File: src/rtl/core/sfla_pkg.sv
// Shared types, constants and codes for the segregated free list allocator.
package sfla_pkg;

  localparam int SIZE_CLASSES  = 20;
  localparam int CLASS_DEPTH   = 64;
  localparam int LARGE_DEPTH   = 32;
  localparam int ADDR_BITS     = 24;

  localparam int FIELD_W       = 24;
  localparam int SMALL_CLASSES = SIZE_CLASSES - 1;
  localparam int STORE_DEPTH   = SMALL_CLASSES * CLASS_DEPTH;
  localparam int STORE_AW      = (STORE_DEPTH > 1) ? $clog2(STORE_DEPTH) : 1;
  localparam int CLASS_IDX_W   = (SMALL_CLASSES > 1) ? $clog2(SMALL_CLASSES) : 1;
  localparam int CLASS_CNT_W   = $clog2(CLASS_DEPTH + 1);
  localparam int LARGE_IDX_W   = (LARGE_DEPTH > 1) ? $clog2(LARGE_DEPTH) : 1;
  localparam int LARGE_CNT_W   = $clog2(LARGE_DEPTH + 1);

  localparam logic [FIELD_W-1:0] ADDR_MASK =
    (ADDR_BITS >= FIELD_W) ? {FIELD_W{1'b1}} : FIELD_W'((64'd1 << ADDR_BITS) - 64'd1);

  localparam logic [FIELD_W-1:0] HEAP_BASE_RESET  = '0;
  localparam logic [FIELD_W-1:0] HEAP_WORDS_RESET = FIELD_W'(4096);

  typedef enum logic [0:0] {
    FUNC_ALLOC = 1'b0,
    FUNC_FREE  = 1'b1
  } func_t;

  typedef enum logic [1:0] {
    STATUS_OK      = 2'd0,
    STATUS_OOM     = 2'd1,
    STATUS_DROPPED = 2'd2
  } status_t;

  typedef enum logic [0:0] {
    REG_HEAP_BASE  = 1'b0,
    REG_HEAP_WORDS = 1'b1
  } cfg_index_t;

  typedef struct packed {
    func_t              func;
    logic [FIELD_W-1:0] size_words;
    logic [FIELD_W-1:0] block_address;
  } cmd_t;

  typedef struct packed {
    logic [FIELD_W-1:0] alloc_address;
    status_t            status;
    logic               reused;
  } result_t;

  typedef struct packed {
    logic [FIELD_W-1:0] a;
    logic [FIELD_W-1:0] b;
    logic [FIELD_W-1:0] limit;
  } unit_in_t;

  typedef struct packed {
    logic [FIELD_W:0] sum;
    logic             reach;
    logic             equal;
  } unit_out_t;

endpackage

File: src/rtl/core/sfla_unit.sv
// Shared adder and comparator used by the search and bump steps of the allocator sequencer.
module sfla_unit import sfla_pkg::*; (
  input  unit_in_t  op,
  output unit_out_t res
);

  logic [FIELD_W:0] sum;

  assign sum       = {1'b0, op.a} + {1'b0, op.b};
  assign res.sum   = sum;
  assign res.reach = (sum >= {1'b0, op.limit});
  assign res.equal = (op.a == op.b);

endmodule

File: config.mk
export PLATFORM = sky130hd
export DESIGN_NAME = sfla_unit
export DESIGN_NICKNAME = d
export VERILOG_FILES = /design/src/rtl/core/sfla_pkg.sv /design/src/rtl/core/sfla_unit.sv
export SDC_FILE = /design/constraint.sdc
export NUM_CORES = 1
export LEC_CHECK = 0
export ABC_AREA = 1
export BUFFER_PORTS_ARGS = -buffer_cell sky130_fd_sc_hd__buf_2
export CORE_MARGIN = 5
export CORE_UTILIZATION = 55
export DETAILED_ROUTE_END_ITERATION = 10
export PLACE_DENSITY = 0.95
export SLEW_MARGIN = 5
export SYNTH_ARGS = -nofsm -noshare
export SYNTH_HDL_FRONTEND = slang
export SYNTH_SLANG_ARGS = --single-unit
File: constraint.sdc
create_clock -name vclk -period 6.55
set_input_delay 0.655 -clock vclk [all_inputs]
set_output_delay 0.655 -clock vclk [all_outputs]
set_load 0.005 [all_outputs]
==> reports/results.ini, run 1 <==
[die]
coreArea_um2=4354
initial_utilization_pct=56.95
dieWidth_um=77.15
fp.dieH_um=77.15
ios=99
rows=24
die-area_um2=5952

[logic_synthesis]
synth_common_cells=nand2_1 (162), inv_1 (101), ha_1 (48)
synth_fp_nets=583
ys_types=23
ys_seq_area_share_pct=0
synth_top_area_share_pct=24.52
syn_area_um2=2480
yosysMostFrequentCell=nand2_1
synth.top_cells.by_area=nand2_1 (25%), ha_1 (24%), inv_1 (15%)
syn_avg_cell_area_um2=5.368
yosysTopAreaCell=nand2_1
synth_warnings=0
synthCells=462

[critical_path]
path_buf_inv=2
critPathLaunchType=input port
path_depth=17
arrival_ns=3.20
critPathRequiredTime_ns=5.89
cpLargestDelayFamily=adder cells
cpPeakStageDelay_ns=0.46
cp_common_cell=nand2_1
critPathSlowestCell=fa_1
path_cells=buf_2 -> ha_1 -> fa_1 -> nand2_1 -> nand3_1 -> a21oi_1 -> xnor2_1 -> ha_1 -> nand2_1 -> nor2_1 -> nand2_1 -> nor2_1 -> a21oi_1 -> nand2_1 -> nor2_1 -> nand2_1 -> buf_2
cp-end-kind=output pin
worstSetupPathType=in -> out
worst-path-max-fanout=4

[status]
status=finished, final reports clean

[clocking]
postCtsSetupRepairBufs=0
ctsHoldBuffers=0
cts_resized=0

[sta]
hold_viol=0
drv_slew=0
maxSlewHeadroom_pct=73.67
max_freq_mhz=259.2
rsz0062_at_grt=false
layout_min_cycle_time_ns=3.858
setup_tns_ns=0
fin_ws_ns=2.692
whs_ns=1.705
worst_slew_pin_slew_ns=0.3914
finalCritPeriodShare_pct=58.91
setup_violations=0

[global_route]
grt_pass1_vias=2946
grt_pass1_wl_um=12850
grt_max_degree=8
grt_overflow=0
antenna_found_initial=0
grt.total_usage_pct=25.05

[pwr]
peakVddDrop_mv=0.05353
powerDensity_nw_per_um2=108.8
total_power_mw=0.3303
p_leak_nw=1.985

[drt]
num_vias=3204
drc=0
drt_iter0_markers=174
postRouteAntennaNets=0
wl_per_cell_um=12.84
first_pass_iters=5
drt-vias-per-instance=5.235
wirelength_um=7857

[finish]
multi_input_area_um2=2085
nets=683
diodes=0
n_sequential_cell=0
clock_buffers=0
fillers=411
seqCellArea_um2=0
drive_gt1_share_pct=22.14
area_delta_synth_final_pct=22.40

[placement]
port_buffers=99
globalplace.congestion=0.9736
dp_hpwl_um=7108
dp_slack_ns=2.733

[hold_path]
hold_path_depth=3
worst_hold_path_type=in -> out
hp-start=op[48]
hold_end=res[2]

[flow_run]
cap_violations=0

[how the worst max path moves through the flow]
stage               slack [ns]    from  endpoint
floorplan                 3.17  op[24]    res[1]
global placement          2.84  op[24]    res[1]
detailed placement        2.73  op[24]    res[1]
CTS                       2.73  op[24]    res[1]
global route              2.49  op[24]    res[1]
finish                    2.69  op[24]    res[1]
[cells by family after synthesis]
| group | synth area share, % |
|---|---|
| xor gates and xnor gates | 5.297 |
| and+or+nand+nor | 45.76 |
| buffers and inverters | 15.94 |
| AOI/OAI and AO/OA | 7.972 |
| adders and majority gates | 25.03 |
[layout make-up]
type / count / share of cell area, %
Inverter: 104 / 12.86
Multi-Input combinational cell: 357 / 68.67
Tap cell: 52 / 2.143
Timing Repair Buffer: 99 / 16.32
[per-stage QoR]
step / cell area [um^2] / instances / utilization [%]
finish: 3035 / 612 / 69.71
global route: 3035 / 612 / 69.71
CTS: 3035 / 612 / 69.71
detailed placement: 3035 / 612 / 69.71
global placement: 3035 / 612 / 69.71
floorplan: 2480 / 462 / -
[power by group]
| part | internal [mW] | total, mW | switching [mW] |
|---|---|---|---|
| combinational | 0.131 | 0.330 | 0.200 |
| sequential | 0 | 0 | 0 |
| clock | 0 | 0 | 0 |
| total | 0.131 | 0.330 | 0.200 |
[cells in the final DEF (no fill, tap or decap), types with 4 or more instances in the layout]
cell type  Yosys  routed
inv_1        101     101
buf_2          1      99
nand2_2        9       9
nor2_1        31      31
a21oi_1       30      30
o21bai_1       4       4
nor2_2         4       4
nor2_4         6       6
xnor2_1        5       5
nand4_1       14      14
nor4_1         4       4
ha_1          48      48
xor2_1        10      10
nand3_1       18      18
nand2_1      162     162
[metal layers]
metal	wire length, um	GRT usage, %
met5	0	0
met4	185	5.155
met3	682	2.693
met2	3873	45.03
met1	3116	31.80
Power figures use the tool's default switching activity.
==> run 2, diff against run 1 <==
CORE_UTILIZATION = 47   (was 55)
PLACE_DENSITY = 0.89   (was 0.95)
clock period = 3.54 ns   (was 6.55 ns; I/O delays follow)
==> run 2 against run 1 <==
Die area increased by 15%; sequential cell count unchanged; cell count increased by 2.9%; total power increased by 85%; cell area increased by 0.74%; largest power group unchanged.
==> reports/results.ini, run 2 (synthesis results as in run 1) <==
[critical_path]
cp-end-kind=output pin
worstSetupPathType=in -> out
arrival_ns=2.91  ; -0.29 ns
worst-path-max-fanout=4  ; unchanged
startpoint=op[24]
critPathLaunchType=input port
critPathRequiredTime_ns=3.19  ; -2.70 ns

[sta]
max_freq_mhz=306.2
finalCritPeriodShare_pct=92.26
hold_viol=0  ; unchanged
layout_min_cycle_time_ns=3.266
worst_slew_pin_slew_ns=0.3574  ; -0.03396 ns
whs_ns=1.094  ; -0.6105 ns
fin_ws_ns=0.2738  ; -2.418 ns
setup_violations=0  ; unchanged
rsz0062_at_grt=false
setup_tns_ns=0  ; unchanged
maxSlewHeadroom_pct=76.00  ; +2.3 points
drv_slew=0  ; unchanged

[die]
die-area_um2=6829  ; +15%
ios=99  ; unchanged
fp.dieH_um=82.64  ; +7.1%
coreArea_um2=5107  ; +17%
dieWidth_um=82.64  ; +7.1%
initial_utilization_pct=48.55  ; -8.4 points
rows=26  ; +8.3%

[pwr]
p_leak_nw=1.985  ; unchanged
powerDensity_nw_per_um2=199.7  ; +84%
peakVddDrop_mv=0.08125  ; +52%

[drt]
postRouteAntennaNets=0  ; unchanged
wirelength_um=7896  ; +0.50%
first_pass_iters=5  ; unchanged
drt-vias-per-instance=5.019  ; -4.1%
wl_per_cell_um=12.53  ; -2.4%
drt_iter0_markers=196  ; +13%
num_vias=3162  ; -1.3%
drc=0  ; unchanged

[placement]
dp_slack_ns=0.2916  ; -2.441 ns
globalplace.congestion=0.9369  ; -3.8%
port_buffers=99  ; unchanged
dp_hpwl_um=7188  ; +1.1%

[status]
status=finished, final reports clean

[clocking]
cts_resized=0  ; unchanged
ctsHoldBuffers=0  ; unchanged
postCtsSetupRepairBufs=0  ; unchanged

[hold_path]
hold_path_depth=3  ; unchanged
worst_hold_path_type=in -> out
hp-start=op[48]
hold_end=res[2]

[finish]
final_common_cell=nand2_1
mostFrequentLayoutCells=nand2_1 (162), inv_1 (101), buf_2 (99), ha_1 (48), nor2_1 (31)
seqCellArea_um2=0  ; unchanged
area_delta_synth_final_pct=23.31
n_sequential_cell=0  ; unchanged
nets=683  ; unchanged
drive_gt1_share_pct=22.14  ; unchanged
clock_buffers=0  ; unchanged
diodes=0  ; unchanged

[global_route]
grt.total_usage_pct=22.49  ; -2.6 points
grt_max_degree=8  ; unchanged
grt_overflow=0  ; unchanged
antenna_found_initial=0  ; unchanged
grt_pass1_wl_um=12430  ; -3.2%
grt_pass1_vias=2927  ; -0.64%

[flow_run]
cap_violations=0  ; unchanged

run 2: power by group:
group / leakage [nW] / internal, mW / switching [mW]
clock: 0 / 0 / 0
sequential: 0 / 0 / 0
combinational: 1.98 / 0.241 / 0.369
run 2: layer usage:
layer  routed length (um)  vias up  global-route usage, %
met5                    0        -                      0
li1                     -     1642                      -
met1                 3307     1398                  28.11
met2                 3975      114                  42.95
met3                  551        8                  1.193
met4                   62        0                  2.941
run 2: final cells by class:
type / instances / area (um^2)
fill: 560 / 2049
inverter: 104 / 390.4
multi-input combinational: 357 / 2085
tap: 70 / 87.58
timing repair buffer: 99 / 495.5
run 2: worst max path at each step:
stage | depth (start not counted) | to
floorplan | 18 | res[1]
global placement | 20 | res[1]
detailed placement | 20 | res[1]
CTS | 20 | res[1]
global route | 20 | res[1]
finish | 20 | res[1]
run 2: metrics by stage:
| step | total power, mW | util (%) | area, um^2 | instances |
|---|---|---|---|---|
| global placement | 0.5887 | 59.87 | 3058 | 630 |
| finish | 0.6107 | 59.87 | 3058 | 630 |
| detailed placement | 0.6044 | 59.87 | 3058 | 630 |
| CTS | 0.6068 | 59.87 | 3058 | 630 |
| global route | 0.6901 | 59.87 | 3058 | 630 |
| floorplan | 0.3974 | - | 2480 | 462 |
run 2: worst max-delay path, stage by stage:
cell	delay, ns
buf_2	0.10
ha_1	0.23
fa_1	0.45
nand2_1	0.10
nand3_1	0.08
nand3_1	0.09
nand2_2	0.10
nand3_2	0.07
nand2_1	0.08
xor2_1	0.24
ha_1	0.29
nand2_1	0.09
nor2_1	0.06
nand2_1	0.06
nor2_1	0.04
a21oi_1	0.14
nand2_1	0.06
nor2_1	0.10
nand2_1	0.05
buf_2	0.12
